### config.mk
export PLATFORM = sky130hd
export DESIGN_NAME = cell_voltage_fault_monitor_top
export DESIGN_NICKNAME = d
export VERILOG_FILES = /design/src/rtl/cvfm_pkg.sv /design/src/rtl/cvfm_cfg.sv /design/src/rtl/cvfm_front.sv /design/src/rtl/cvfm_back.sv /design/src/rtl/cell_voltage_fault_monitor_top.sv
export SDC_FILE = /design/constraint.sdc
export NUM_CORES = 2
export LEC_CHECK = 0
export ABC_AREA = 1
export BUFFER_PORTS_ARGS = -buffer_cell sky130_fd_sc_hd__buf_2
export CORE_AREA = 2 2 324 246
export DETAILED_ROUTE_END_ITERATION = 10
export DIE_AREA = 0 0 326 248
export PLACE_DENSITY = 0.81
export SLEW_MARGIN = 10
export SYNTH_ARGS = -nofsm -noshare
export SYNTH_HDL_FRONTEND = slang
export SYNTH_SLANG_ARGS = --single-unit
### constraint.sdc
create_clock -name i_clk -period 15.2 [get_ports i_clk]
set_input_delay 0.76 -clock i_clk [delete_from_list [all_inputs] [get_ports i_clk]]
set_output_delay 0.76 -clock i_clk [all_outputs]
set_load 0.005 [all_outputs]
### src/rtl/cvfm_pkg.sv
// ----------------------------------------------------------------------------
// cvfm_pkg: shared types and constants for the cell voltage fault monitor
// Register indexes, reset values, request/result structs, counter helpers.
// ----------------------------------------------------------------------------
package cvfm_pkg;

    localparam int NUM_TAPS       = 32;
    localparam int CHARGE_HYST_MV = 50;
    localparam int REGEN_HYST_MV  = 50;

    localparam int TAP_IDX_W = (NUM_TAPS > 1) ? $clog2(NUM_TAPS) : 1;
    localparam logic [31:0] ALL_TAPS_MASK = 32'((64'd1 << NUM_TAPS) - 64'd1);

    localparam int CFG_ADDR_W = 3;
    localparam int CFG_DATA_W = 32;

    localparam logic [7:0]  CNT_MAX = 8'd255;
    localparam logic [20:0] SUM_MAX = 21'h1FFFFF;

    // register indexes
    localparam logic [CFG_ADDR_W-1:0] REG_OVER_LIMIT   = 3'd0;
    localparam logic [CFG_ADDR_W-1:0] REG_CHARGE_LIMIT = 3'd1;
    localparam logic [CFG_ADDR_W-1:0] REG_REGEN_LIMIT  = 3'd2;
    localparam logic [CFG_ADDR_W-1:0] REG_THRESHOLD    = 3'd3;
    localparam logic [CFG_ADDR_W-1:0] REG_RELAX_MODE   = 3'd4;
    localparam logic [CFG_ADDR_W-1:0] REG_OVER_MASK    = 3'd5;
    localparam logic [CFG_ADDR_W-1:0] REG_UNDER_MASK   = 3'd6;
    localparam logic [CFG_ADDR_W-1:0] REG_CHIP_MASK    = 3'd7;

    // register reset values
    localparam logic [15:0] RST_OVER_LIMIT   = 16'd4200;
    localparam logic [15:0] RST_CHARGE_LIMIT = 16'd4150;
    localparam logic [15:0] RST_REGEN_LIMIT  = 16'd4100;
    localparam logic [7:0]  RST_THRESHOLD    = 8'd3;

    // tap classification
    localparam logic [1:0] ST_OK    = 2'd0;
    localparam logic [1:0] ST_OVER  = 2'd1;
    localparam logic [1:0] ST_UNDER = 2'd2;

    // board diagnostic codes that count as chip faults
    localparam logic [1:0] BC_READ_ERR = 2'd1;
    localparam logic [1:0] BC_OOB      = 2'd2;

    typedef struct packed {
        logic [15:0] over_limit_mv;
        logic [15:0] charge_limit_mv;
        logic [15:0] regen_limit_mv;
        logic [7:0]  fault_threshold;
        logic        relax_mode;
        logic [31:0] over_mask;
        logic [31:0] under_mask;
        logic [31:0] chip_mask;
    } t_cfg;

    // classified request handed from front to back
    typedef struct packed {
        logic [4:0]  tap_sel;
        logic [15:0] tap_mv;
        logic [1:0]  board_code;
        logic        tap_fresh;
        logic        scan_last;
        logic [1:0]  status;
    } t_work;

    typedef struct packed {
        logic [1:0]  tap_status;
        logic        over_event;
        logic        under_event;
        logic        chip_event;
        logic        scan_done;
        logic [15:0] max_cell_mv;
        logic [15:0] min_cell_mv;
        logic [20:0] pack_mv;
        logic        charge_ok;
        logic        regen_ok;
        logic        monitor_good;
    } t_result;

    function automatic logic [7:0] bump_cnt(input logic [7:0] c);
        return (c < CNT_MAX) ? c + 8'd1 : c;
    endfunction

    function automatic logic [7:0] relax_cnt(input logic [7:0] c, input logic mode);
        logic [7:0] r;
        if (mode) begin
            r = 8'd0;
        end else if (c != 8'd0) begin
            r = c - 8'd1;
        end else begin
            r = c;
        end
        return r;
    endfunction

endpackage

### src/rtl/cvfm_cfg.sv
// ----------------------------------------------------------------------------
// cvfm_cfg: configuration register file
// Write-only registers, one per index, reset to their defaults.
// ----------------------------------------------------------------------------
module cvfm_cfg (
    input  logic                              i_clk,
    input  logic                              i_rst_n,
    input  logic                              i_cfg_we,
    input  logic [cvfm_pkg::CFG_ADDR_W-1:0]   i_cfg_addr,
    input  logic [cvfm_pkg::CFG_DATA_W-1:0]   i_cfg_wdata,
    output cvfm_pkg::t_cfg                    o_cfg
);

    cvfm_pkg::t_cfg r_cfg;
    cvfm_pkg::t_cfg n_cfg;

    always_comb begin
        n_cfg = r_cfg;
        if (i_cfg_we) begin
            case (i_cfg_addr)
                cvfm_pkg::REG_OVER_LIMIT:   n_cfg.over_limit_mv   = i_cfg_wdata[15:0];
                cvfm_pkg::REG_CHARGE_LIMIT: n_cfg.charge_limit_mv = i_cfg_wdata[15:0];
                cvfm_pkg::REG_REGEN_LIMIT:  n_cfg.regen_limit_mv  = i_cfg_wdata[15:0];
                cvfm_pkg::REG_THRESHOLD:    n_cfg.fault_threshold = i_cfg_wdata[7:0];
                cvfm_pkg::REG_RELAX_MODE:   n_cfg.relax_mode      = i_cfg_wdata[0];
                cvfm_pkg::REG_OVER_MASK:    n_cfg.over_mask       = i_cfg_wdata[31:0];
                cvfm_pkg::REG_UNDER_MASK:   n_cfg.under_mask      = i_cfg_wdata[31:0];
                cvfm_pkg::REG_CHIP_MASK:    n_cfg.chip_mask       = i_cfg_wdata[31:0];
                default: ;
            endcase
        end
    end

    always_ff @(posedge i_clk) begin
        if (!i_rst_n) begin
            r_cfg.over_limit_mv   <= cvfm_pkg::RST_OVER_LIMIT;
            r_cfg.charge_limit_mv <= cvfm_pkg::RST_CHARGE_LIMIT;
            r_cfg.regen_limit_mv  <= cvfm_pkg::RST_REGEN_LIMIT;
            r_cfg.fault_threshold <= cvfm_pkg::RST_THRESHOLD;
            r_cfg.relax_mode      <= 1'b0;
            r_cfg.over_mask       <= 32'd0;
            r_cfg.under_mask      <= 32'd0;
            r_cfg.chip_mask       <= 32'd0;
        end else begin
            r_cfg <= n_cfg;
        end
    end

    assign o_cfg = r_cfg;

endmodule

### src/rtl/cvfm_front.sv
// ----------------------------------------------------------------------------
// cvfm_front: sample intake and classification
// Classifies each sample against the limits and parks it in a 2-entry queue.
// ----------------------------------------------------------------------------
module cvfm_front (
    input  logic                i_clk,
    input  logic                i_rst_n,
    input  cvfm_pkg::t_cfg      i_cfg,
    input  logic                i_push,
    input  logic [4:0]          i_tap_sel,
    input  logic [15:0]         i_tap_mv,
    input  logic [1:0]          i_board_code,
    input  logic                i_tap_fresh,
    input  logic [15:0]         i_under_limit_mv,
    input  logic                i_scan_last,
    output logic                o_full,
    output logic                o_work_valid,
    output cvfm_pkg::t_work     o_work,
    input  logic                i_work_pop
);

    cvfm_pkg::t_work r_q [2];
    cvfm_pkg::t_work n_work;
    logic            r_wr_ptr;
    logic            r_rd_ptr;
    logic [1:0]      r_cnt;
    logic            w_push_ok;
    logic            w_pop_ok;

    always_comb begin
        n_work.tap_sel    = i_tap_sel;
        n_work.tap_mv     = i_tap_mv;
        n_work.board_code = i_board_code;
        n_work.tap_fresh  = i_tap_fresh;
        n_work.scan_last  = i_scan_last;
        if (i_tap_mv > i_cfg.over_limit_mv) begin
            n_work.status = cvfm_pkg::ST_OVER;
        end else if (i_tap_mv < i_under_limit_mv) begin
            n_work.status = cvfm_pkg::ST_UNDER;
        end else begin
            n_work.status = cvfm_pkg::ST_OK;
        end
    end

    assign o_full       = (r_cnt == 2'd2);
    assign o_work_valid = (r_cnt != 2'd0);
    assign o_work       = r_q[r_rd_ptr];
    assign w_push_ok    = i_push && !o_full;
    assign w_pop_ok     = i_work_pop && o_work_valid;

    always_ff @(posedge i_clk) begin
        if (w_push_ok) begin
            r_q[r_wr_ptr] <= n_work;
        end
    end

    always_ff @(posedge i_clk) begin
        if (!i_rst_n) begin
            r_wr_ptr <= 1'b0;
            r_rd_ptr <= 1'b0;
            r_cnt    <= 2'd0;
        end else begin
            if (w_push_ok) begin
                r_wr_ptr <= !r_wr_ptr;
            end
            if (w_pop_ok) begin
                r_rd_ptr <= !r_rd_ptr;
            end
            case ({w_push_ok, w_pop_ok})
                2'b10:   r_cnt <= r_cnt + 2'd1;
                2'b01:   r_cnt <= r_cnt - 2'd1;
                default: r_cnt <= r_cnt;
            endcase
        end
    end

    a_q_bound: assert property (@(posedge i_clk) disable iff (!i_rst_n)
        r_cnt != 2'd3)
        else $error("front queue count out of range");

endmodule

### src/rtl/cvfm_back.sv
// ----------------------------------------------------------------------------
// cvfm_back: fault debounce and scan summary
// Per-tap counters, events, running aggregates, gates, 2-entry result queue.
// ----------------------------------------------------------------------------
module cvfm_back (
    input  logic                i_clk,
    input  logic                i_rst_n,
    input  cvfm_pkg::t_cfg      i_cfg,
    input  logic                i_work_valid,
    input  cvfm_pkg::t_work     i_work,
    output logic                o_work_pop,
    output logic                o_empty,
    output cvfm_pkg::t_result   o_result,
    input  logic                i_pop
);

    logic [7:0]  r_level [cvfm_pkg::NUM_TAPS];
    logic [7:0]  r_chip  [cvfm_pkg::NUM_TAPS];
    logic [31:0] r_seen;
    logic [15:0] r_max;
    logic [15:0] r_min;
    logic [20:0] r_sum;
    logic [1:0]  r_flags;   // [0] all good, [1] debounce clear
    logic [2:0]  r_gate;    // [0] charge ok, [1] regen ok, [2] monitor good

    cvfm_pkg::t_result r_oq [2];
    logic              r_owr;
    logic              r_ord;
    logic [1:0]        r_ocnt;

    logic                              w_go;
    logic                              w_tap_ok;
    logic [cvfm_pkg::TAP_IDX_W-1:0]    w_idx;
    logic                              w_chip_bad;
    logic                              w_lvl_bad;
    logic [7:0]                        w_chip_old;
    logic [7:0]                        w_lvl_old;
    logic [7:0]                        n_chip;
    logic [7:0]                        n_level;
    logic                              w_chip_ev;
    logic                              w_over_ev;
    logic                              w_under_ev;
    logic [31:0]                       n_seen;
    logic [1:0]                        w_flags;
    logic [15:0]                       w_max;
    logic [15:0]                       w_min;
    logic [21:0]                       w_sum_raw;
    logic [20:0]                       w_sum;
    logic [2:0]                        n_gate;
    cvfm_pkg::t_result                 n_result;
    logic                              w_opop;

    assign o_empty    = (r_ocnt == 2'd0);
    assign o_result   = r_oq[r_ord];
    assign w_opop     = i_pop && !o_empty;
    assign w_go       = i_work_valid && (r_ocnt != 2'd2);
    assign o_work_pop = w_go;

    assign w_tap_ok   = ({1'b0, i_work.tap_sel} < 6'(cvfm_pkg::NUM_TAPS));
    assign w_idx      = i_work.tap_sel[cvfm_pkg::TAP_IDX_W-1:0];
    assign w_chip_bad = (i_work.board_code == cvfm_pkg::BC_READ_ERR) ||
                        (i_work.board_code == cvfm_pkg::BC_OOB);
    assign w_lvl_bad  = (i_work.status != cvfm_pkg::ST_OK);
    assign w_chip_old = r_chip[w_idx];
    assign w_lvl_old  = r_level[w_idx];

    always_comb begin
        n_chip  = w_chip_bad ? cvfm_pkg::bump_cnt(w_chip_old)
                             : cvfm_pkg::relax_cnt(w_chip_old, i_cfg.relax_mode);
        n_level = w_lvl_bad ? cvfm_pkg::bump_cnt(w_lvl_old)
                            : cvfm_pkg::relax_cnt(w_lvl_old, i_cfg.relax_mode);

        w_chip_ev  = w_tap_ok && w_chip_bad && (n_chip >= i_cfg.fault_threshold) &&
                     !i_cfg.chip_mask[i_work.tap_sel];
        w_over_ev  = w_tap_ok && (i_work.status == cvfm_pkg::ST_OVER) &&
                     (n_level >= i_cfg.fault_threshold) &&
                     !i_cfg.over_mask[i_work.tap_sel];
        w_under_ev = w_tap_ok && (i_work.status == cvfm_pkg::ST_UNDER) &&
                     (n_level >= i_cfg.fault_threshold) &&
                     !i_cfg.under_mask[i_work.tap_sel];

        n_seen = r_seen;
        if (w_tap_ok && i_work.tap_fresh) begin
            n_seen[i_work.tap_sel] = 1'b1;
        end

        w_flags = r_flags;
        if (w_chip_ev || w_over_ev || w_under_ev) begin
            w_flags[0] = 1'b0;
        end
        if (w_tap_ok && ((n_level != 8'd0) || (n_chip != 8'd0))) begin
            w_flags[1] = 1'b0;
        end

        w_max     = (i_work.tap_mv > r_max) ? i_work.tap_mv : r_max;
        w_min     = (i_work.tap_mv < r_min) ? i_work.tap_mv : r_min;
        w_sum_raw = {1'b0, r_sum} + {6'd0, i_work.tap_mv};
        w_sum     = (w_sum_raw > {1'b0, cvfm_pkg::SUM_MAX}) ? cvfm_pkg::SUM_MAX
                                                           : w_sum_raw[20:0];

        // charge/regen gate hysteresis on the scan max, and the monitor-good latch, evaluated at scan end
        n_gate = r_gate;
        if (i_work.scan_last) begin
            if ((w_max >= i_cfg.charge_limit_mv) && r_gate[0]) begin
                n_gate[0] = 1'b0;
            end else if ((({1'b0, w_max} + 17'(cvfm_pkg::CHARGE_HYST_MV)) <
                          {1'b0, i_cfg.charge_limit_mv}) && !r_gate[0]) begin
                n_gate[0] = 1'b1;
            end
            if ((w_max >= i_cfg.regen_limit_mv) && r_gate[1]) begin
                n_gate[1] = 1'b0;
            end else if ((({1'b0, w_max} + 17'(cvfm_pkg::REGEN_HYST_MV)) <
                          {1'b0, i_cfg.regen_limit_mv}) && !r_gate[1]) begin
                n_gate[1] = 1'b1;
            end
            if ((w_flags == 2'b11) &&
                ((n_seen & cvfm_pkg::ALL_TAPS_MASK) == cvfm_pkg::ALL_TAPS_MASK)) begin
                n_gate[2] = 1'b1;
            end
        end

        n_result.tap_status   = i_work.status;
        n_result.over_event   = w_over_ev;
        n_result.under_event  = w_under_ev;
        n_result.chip_event   = w_chip_ev;
        n_result.scan_done    = i_work.scan_last;
        n_result.max_cell_mv  = i_work.scan_last ? w_max : 16'd0;
        n_result.min_cell_mv  = i_work.scan_last ? w_min : 16'd0;
        n_result.pack_mv      = i_work.scan_last ? w_sum : 21'd0;
        n_result.charge_ok    = n_gate[0];
        n_result.regen_ok     = n_gate[1];
        n_result.monitor_good = n_gate[2];
    end

    // per-tap counters
    always_ff @(posedge i_clk) begin
        if (!i_rst_n) begin
            for (int i = 0; i < cvfm_pkg::NUM_TAPS; i++) begin
                r_level[i] <= 8'd0;
                r_chip[i]  <= 8'd0;
            end
        end else if (w_go && w_tap_ok) begin
            r_level[w_idx] <= n_level;
            r_chip[w_idx]  <= n_chip;
        end
    end

    // scan state and gates
    always_ff @(posedge i_clk) begin
        if (!i_rst_n) begin
            r_seen  <= 32'd0;
            r_max   <= 16'd0;
            r_min   <= 16'hFFFF;
            r_sum   <= 21'd0;
            r_flags <= 2'b11;
            r_gate  <= 3'b011;
        end else if (w_go) begin
            r_seen <= n_seen;
            r_gate <= n_gate;
            if (i_work.scan_last) begin
                r_max   <= 16'd0;
                r_min   <= 16'hFFFF;
                r_sum   <= 21'd0;
                r_flags <= 2'b11;
            end else begin
                r_max   <= w_max;
                r_min   <= w_min;
                r_sum   <= w_sum;
                r_flags <= w_flags;
            end
        end
    end

    // result queue
    always_ff @(posedge i_clk) begin
        if (w_go) begin
            r_oq[r_owr] <= n_result;
        end
    end

    always_ff @(posedge i_clk) begin
        if (!i_rst_n) begin
            r_owr  <= 1'b0;
            r_ord  <= 1'b0;
            r_ocnt <= 2'd0;
        end else begin
            if (w_go) begin
                r_owr <= !r_owr;
            end
            if (w_opop) begin
                r_ord <= !r_ord;
            end
            case ({w_go, w_opop})
                2'b10:   r_ocnt <= r_ocnt + 2'd1;
                2'b01:   r_ocnt <= r_ocnt - 2'd1;
                default: r_ocnt <= r_ocnt;
            endcase
        end
    end

    a_monitor_sticky: assert property (@(posedge i_clk) disable iff (!i_rst_n)
        r_gate[2] |=> r_gate[2])
        else $error("monitor good latch dropped");

    a_scan_restart: assert property (@(posedge i_clk) disable iff (!i_rst_n)
        (w_go && i_work.scan_last) |=>
            (r_max == 16'd0 && r_min == 16'hFFFF && r_sum == 21'd0 && r_flags == 2'b11))
        else $error("scan state not restarted after scan end");

    a_chip_ev_cause: assert property (@(posedge i_clk) disable iff (!i_rst_n)
        (w_go && w_chip_ev) |-> (w_tap_ok && n_chip != 8'd0 &&
            (i_work.board_code == cvfm_pkg::BC_READ_ERR ||
             i_work.board_code == cvfm_pkg::BC_OOB)))
        else $error("chip event without chip fault");

    a_oq_bound: assert property (@(posedge i_clk) disable iff (!i_rst_n)
        (r_ocnt == 2'd2) |-> !w_go)
        else $error("result queue overrun");

endmodule

### src/rtl/cell_voltage_fault_monitor_top.sv
// ----------------------------------------------------------------------------
// cell_voltage_fault_monitor_top: cell tap fault debouncer and scan summarizer
// Usage:
//   Input queue: drive a sample on i_tap_* / i_board_code / i_under_limit_mv /
//   i_scan_last and raise push; the request is taken at an edge with push high
//   and full low. Result queue: while empty is low the oldest result sits on
//   the o_* ports; it is taken at an edge with pop high.
//   One result per request, in order. The front classifies and queues the
//   request at the accept edge; the back, once its result queue has room,
//   updates the tap's counters and the scan aggregates and queues the result.
//   Throughput is one request per cycle while the result queue has room,
//   set by the counter read-modify-write in the back.
//   Each side has a 2-entry queue, so a stalled reader first fills the result
//   queue, then the front queue, and only then raises full.
//   Configuration: i_cfg_we / i_cfg_addr / i_cfg_wdata write one register per
//   cycle; write only while no request is in flight.
//   Reset (i_rst_n low, synchronous) clears counters, queues and scan state and
//   loads register defaults; charge and regen gates start open.
// ----------------------------------------------------------------------------
module cell_voltage_fault_monitor_top (
    input  logic                             i_clk,
    input  logic                             i_rst_n,
    // configuration
    input  logic                             i_cfg_we,
    input  logic [cvfm_pkg::CFG_ADDR_W-1:0]  i_cfg_addr,
    input  logic [cvfm_pkg::CFG_DATA_W-1:0]  i_cfg_wdata,
    // sample input
    input  logic                             push,
    output logic                             full,
    input  logic [4:0]                       i_tap_sel,
    input  logic [15:0]                      i_tap_mv,
    input  logic [1:0]                       i_board_code,
    input  logic                             i_tap_fresh,
    input  logic [15:0]                      i_under_limit_mv,
    input  logic                             i_scan_last,
    // results
    output logic                             empty,
    input  logic                             pop,
    output logic [1:0]                       o_tap_status,
    output logic                             o_over_event,
    output logic                             o_under_event,
    output logic                             o_chip_event,
    output logic                             o_scan_done,
    output logic [15:0]                      o_max_cell_mv,
    output logic [15:0]                      o_min_cell_mv,
    output logic [20:0]                      o_pack_mv,
    output logic                             o_charge_ok,
    output logic                             o_regen_ok,
    output logic                             o_monitor_good
);

    cvfm_pkg::t_cfg    w_cfg;
    cvfm_pkg::t_work   w_work;
    cvfm_pkg::t_result w_result;
    logic              w_work_valid;
    logic              w_work_pop;

    cvfm_cfg u_cfg (
        .i_clk       (i_clk),
        .i_rst_n     (i_rst_n),
        .i_cfg_we    (i_cfg_we),
        .i_cfg_addr  (i_cfg_addr),
        .i_cfg_wdata (i_cfg_wdata),
        .o_cfg       (w_cfg)
    );

    // front: classify against over limit and per-request under limit
    cvfm_front u_front (
        .i_clk            (i_clk),
        .i_rst_n          (i_rst_n),
        .i_cfg            (w_cfg),
        .i_push           (push),
        .i_tap_sel        (i_tap_sel),
        .i_tap_mv         (i_tap_mv),
        .i_board_code     (i_board_code),
        .i_tap_fresh      (i_tap_fresh),
        .i_under_limit_mv (i_under_limit_mv),
        .i_scan_last      (i_scan_last),
        .o_full           (full),
        .o_work_valid     (w_work_valid),
        .o_work           (w_work),
        .i_work_pop       (w_work_pop)
    );

    // back: debounce counters, events, scan summary, gates
    cvfm_back u_back (
        .i_clk        (i_clk),
        .i_rst_n      (i_rst_n),
        .i_cfg        (w_cfg),
        .i_work_valid (w_work_valid),
        .i_work       (w_work),
        .o_work_pop   (w_work_pop),
        .o_empty      (empty),
        .o_result     (w_result),
        .i_pop        (pop)
    );

    assign o_tap_status   = w_result.tap_status;
    assign o_over_event   = w_result.over_event;
    assign o_under_event  = w_result.under_event;
    assign o_chip_event   = w_result.chip_event;
    assign o_scan_done    = w_result.scan_done;
    assign o_max_cell_mv  = w_result.max_cell_mv;
    assign o_min_cell_mv  = w_result.min_cell_mv;
    assign o_pack_mv      = w_result.pack_mv;
    assign o_charge_ok    = w_result.charge_ok;
    assign o_regen_ok     = w_result.regen_ok;
    assign o_monitor_good = w_result.monitor_good;

endmodule
### Word-level counts from Yosys, hierarchy flattened

Memories as Yosys holds them, arrays and structs flattened. A register that Yosys moved wholly into a read port is not among the register bits.
Cells that the tools add are included.

* register bits after elaboration: 251
* bits in writable memories: 690
* input bits: 81
* output and inout port bits: 64
* word-level logic and storage cells: 176
* memories: 4

* $add $sub $neg: 10
* order comparisons: 15
* eq/ne operators: 19
* mux-type cells: 56
* bitwise gates (word level): 1
* reductions and logical operators: 51

Memories
* u_back.r_chip: depth 32, width 8, read ports 1, clocked after memory_dff 0, wr ports 32, line cvfm_back.sv:18 `logic [7:0] r_chip [cvfm_pkg::NUM_TAPS];`
* u_back.r_level: depth 32, width 8, read ports 1, clocked after memory_dff 0, wr ports 32, line cvfm_back.sv:17 `logic [7:0] r_level [cvfm_pkg::NUM_TAPS];`
* u_back.r_oq: depth 2, width 62, read ports 1, clocked after memory_dff 1, wr ports 1, line cvfm_back.sv:26 `cvfm_pkg::t_result r_oq [2];`
* u_front.r_q: depth 2, width 27, read ports 1, clocked after memory_dff 1, wr ports 1, line cvfm_front.sv:22 `cvfm_pkg::t_work r_q [2];`

Operators with widths (number)
* 16-bit 2-to-1 mux: 6
* 8-bit 2-to-1 mux: 10
* 21-bit 2-to-1 mux: 3
* 17-bit by 16-bit less-than comparator with 1-bit output: 2
* 32-bit equality test (second input constant): 1
* 16-bit greater-or-equal comparator: 2
* 16-bit greater-than comparator: 2
* 16-bit less-than comparator: 2
* 32-bit 2-to-1 mux: 1
* 32-bit bitwise OR: 1
* 8-bit nonzero test: 4
* 1-bit 2-to-1 mux: 24
* 21-bit by 16-bit adder with 22-bit output: 1
* 22-bit by 21-bit greater-than comparator with 1-bit output (second input constant): 1
* 16-bit by 6-bit adder with 17-bit output (second input constant): 1
* 8-bit by 1-bit adder with 8-bit output (second input constant): 2
* 8-bit greater-or-equal comparator: 2
* 1-bit logical AND: 16
* 8-bit less-than comparator (second input constant): 2
* 2-bit AND reduction: 8
* 8-bit OR reduction: 2
* 8-bit by 1-bit subtractor with 8-bit output (second input constant): 2
* 1-bit binary-select mux with 5-bit select: 3
* 2-bit equality test (second input constant): 6
* 19 further kinds: 48

### Longest topological paths before layout

An unclocked memory read counts as a cell.

* depth after elaboration: 15
* gate-level depth with buffers: 37
* gate-level depth less buffers: 34

### By module

From an unflattened synthesis, not the netlist that was laid out.

* cell total of the unflattened synthesis: 5518
* area, all modules: 47090.2 µm²

Modules (own cells, without submodules)
* cvfm_back: instances 1, cells an instance 4406, area each 38012.7 µm², seq. area each 21000.1 µm²
* cvfm_cfg: instances 1, cells an instance 865, area each 5998.3 µm², seq. area each 3062.9 µm²
* cvfm_front: instances 1, cells an instance 247, area each 3079.2 µm², seq. area each 1721.7 µm²

### Worst setup path before layout

No wires, ideal clock.

* path kind: reg-to-reg
* start: register with a tool-made name
* end: memory u_back.r_oq[0][2] in the netlist's numbering, data pin
* data arrival time: 4.598 ns
* required time: 14.938 ns
* slack: 10.340 ns
* stages on the path, launching flop included: 33
* buffers on the path: 3
* period minus slack after synthesis: 4.860 ns
* cell sequence: dfxtp_1 -> inv_2 -> buf_6 -> clkbuf_1 -> or2_2 -> o21ai_0 -> inv_1 -> ha_1 -> a21oi_1 -> o21a_1 -> o221ai_1 -> nand2_1 -> o211ai_1 -> nand2_1 -> clkbuf_1 -> nand2_1 -> o21ai_0 -> ha_1 -> nand2_1 -> a21oi_1 -> nand2_1 -> nor2_1 -> nand2_1 -> xor2_1 -> inv_1 -> ha_1 -> nand2_1 -> o21ai_0 -> o211ai_1 -> nand2_1 -> nand2_1 -> nand3_1 -> nand2_1

RTL lines (line)
* end, declared: cvfm_back.sv:26

==> flow_metrics.tcl <==
set metrics [dict create \
    grt_pass1_wl_um 203400 \
    worstSetupStartpointType "flip-flop" \
    place_congestion 0.9854 \
    cts_resized 0 \
    skew_ns 0.02126 \
    crit_end "u_back.r_oq[1][0]" \
    status "finished clean" \
    drv_cap 0 \
    numCtsBuffers 90 \
    core.rowCount 89 \
    dieArea_mm2 0.08085 \
    rsz0062_at_grt "false" \
    grtUsageTotal 0.3271 \
    hold_class "in2reg" \
    wire_per_inst_um 21.02 \
    postCtsHoldBufs 0 \
    arrival_ns 7.48 \
    synth_warnings 0 \
    ys_seq_area_frac 0.5562 \
    postRouteAntennaNets 0 \
    crit_path_end_kind "flip-flop" \
    grt_pass1_vias 35370 \
    critPathSlowestCell "nand2_2" \
    syn_avg_cell_area_um2 8.789 \
    critPathMaxFanout 98 \
    ioPinCount 145 \
    synth-edff-count 690 \
    first_iter_violations 4960 \
    synthDistinctLibCells 56 \
    clock.fmax_mhz 141.7 \
    placed_cells 6218 \
    routed_via_density 5.908 \
    whs_ns 0.2734 \
    nets 5509 \
    clk_pin_slew_worst_paths_ns 0.06 \
    die_h_um 248 \
    core_mm2 0.07784 \
    place_hpwl_um 84050 \
    root_buffer "clkbuf_16" \
    place_area_mm2 0.04743 \
    syn_nets 5520 \
    worstSetupPathType "reg2reg" \
    fin_total_pwr_mw 10.13 \
    netlist_instances 5275 \
    initial_utilization 0.5956 \
    grt_max_degree 126 \
    insertion_delay_ns 0.68 \
    drc 0 \
    critPathRequiredTime_ns 15.62 \
    power.density_mw_per_mm2 201.3 \
    pre_cts_ws_ns 8.347 \
    path_delay_family "simple AND/OR/NAND/NOR gates" \
    final_util 0.6466 \
    drive_gt1_frac 0.09253 \
    ys_seq_elements 943 \
    path_depth 30 \
    setup_viol 0 \
    cts_setup_buffers 0 \
    fin_crit_sh 0.4642 \
    cts.htree.levels 3 \
    multiInputGateArea_mm2 0.01791 \
    port_buffers 144 \
    firstDrtPassIters 9 \
    ys.flop_type "edfxtp_1" \
    die_width_um 326 \
    slew_headroom 0.2063 \
    r2r_slack_ns 8.14 \
    fin_area_mm2 0.05033 \
    fin_cells 6390 \
    cts_sinks 943 \
    critPathBufInv 5 \
    whs_path_depth 1 \
    overflow 0 \
    area_growth_pct 8.569 \
    finalSetupTns_ns 0 \
    via_count 37760 \
    regArea_mm2 0.02579 \
    routed_wl_um 134300 \
    cts_buffer_depth 3 \
    fillers 6162 \
    vdd_drop_max_v 0.0002970 \
    worst_slack_ns 8.144 \
    synth_area_mm2 0.04636 \
    r2r-end "u_back.r_oq[1][0]" \
    antenna_found_initial 3 \
    reg2reg_depth 30 \
    final.min_clock_period_ns 7.056 \
    cts_tree "yes" \
    async_flop_share 0 \
    tightest_slew_ns 1.189 \
    final_hold_viol_count 0 \
    drv_slew 0 \
    crit_path_max_incr_delay_ns 0.70 \
    leakage_nw 21.38 \
]
==> synth_stat cells (3+ instances only) <==
cell type	number	share of area
xnor2_1	7	0.0013
o21ai_1	18	0.0019
dfxtp_1	253	0.11
nand3_1	196	0.021
mux2_2	62	0.015
o21bai_1	3	0.00049
clkinv_1	3	0.00024
buf_2	82	0.0089
a22o_1	7	0.0013
edfxtp_1	690	0.45
nand2_4	4	0.00097
o22ai_1	30	0.0040
o221ai_1	4	0.00076
nand4_1	31	0.0042
o211ai_1	36	0.0058
ha_1	163	0.044
inv_1	322	0.026
a31oi_1	3	0.00040
xor2_1	28	0.0053
o21ai_0	236	0.025
buf_6	27	0.0066
nor2_2	9	0.0012
nor2_8	4	0.0017
a21boi_0	7	0.0011
nor3_1	16	0.0017
nor2_4	11	0.0027
nand2_2	21	0.0028
clkbuf_1	177	0.014
buf_1	5	0.00040
nor4_1	4	0.00054
nor2_1	852	0.069
nand3b_1	7	0.0011
a211oi_1	7	0.0011
a22oi_1	43	0.0070
a21oi_1	207	0.022
nand2_1	1628	0.13
o21a_1	6	0.00097
inv_2	15	0.0012
or2_2	21	0.0028
buf_4	10	0.0016
==> flip-flops by register name, indices dropped and copies added (netlist names), named ones only <==
name and cells:
u_back.r_chip 256, u_back.r_ord 1, u_back.r_seen 32, u_back.r_level 256
u_back.r_oq 124, u_back.r_owr 1, u_back.r_min 16, u_front.r_cnt 2
u_back.r_max 16, u_front.r_q 54, u_back.r_flags 2, u_cfg.o_cfg 153
u_back.r_gate 3, u_back.r_sum 21, u_front.r_rd_ptr 1, u_front.r_wr_ptr 1
u_back.r_ocnt 2
==> logic make-up after synthesis <==
kind of cell	Yosys count	synth area share
fa+ha+maj	164	0.04442
compound gates	618	0.07535
mux	62	0.01506
flops	943	0.5562
simple gates	2810	0.2428
xor+xnor	35	0.006612
buf+inv	643	0.05959
==> per-layer routing <==
metal,global-route usage,share of wire,wire (um)
met2,0.4669,0.42,56210
met1,0.4735,0.41,54870
met3,0.09799,0.14,18950
met5,0,0.000089,12
met4,0.1153,0.032,4259
==> layout by cell type (no fill, tap or decap), types with 7 or more instances in the layout <==
cell type  count
a21oi_1      207
a21boi_0       7
dfxtp_1      252
clkinv_2      19
o21ai_0      235
a211oi_1       7
nor2_1       845
clkinv_1      21
o211ai_1      36
xnor2_1        7
inv_2         15
nand2_1     1628
nand3b_1       7
nand4_1       31
edfxtp_1     690
o22ai_1       29
nand2_2       20
clkbuf_1      20
a22o_1         7
nand3_1      196
nor2_2        12
ha_1         163
or2_2         21
inv_1        322
buf_4         55
mux2_2        62
o21ai_1       17
nor2_4        15
nor3_1        16
buf_2        143
xor2_1        28
clkbuf_16     93
a22oi_1       43
==> worst min path at each step <==
stage                      from                 end  slack, ns
6_report           i_tap_sel[2]  u_front.r_q[1][24]       0.27
5_1_grt            i_tap_sel[2]  u_front.r_q[1][24]       0.26
4_1_cts            i_tap_sel[2]  u_front.r_q[1][24]       0.25
3_5_place_dp   u_front.r_rd_ptr    u_front.r_rd_ptr       0.44
3_3_place_gp   u_front.r_rd_ptr           flip-flop       0.43
2_1_floorplan      u_back.r_ord           flip-flop       0.43
==> report_power, final <==
group          switching, mW  internal, mW
Combinational           3.41          1.19
Clock                  0.996          1.25
Sequential             0.113          3.16
Total                   4.52          5.61
==> layout make-up <==
class                           count  area share
Sequential cell                   943      0.5123
Multi-Input combinational cell   3689      0.3558
Clock buffer                      119     0.04937
Tap cell                         1046     0.02600
Inverter                          341     0.02553
Timing Repair Buffer              199     0.02265
Clock inverter                     48    0.008054
Antenna cell                        5   0.0002486
Power figures use the tool's default switching activity.
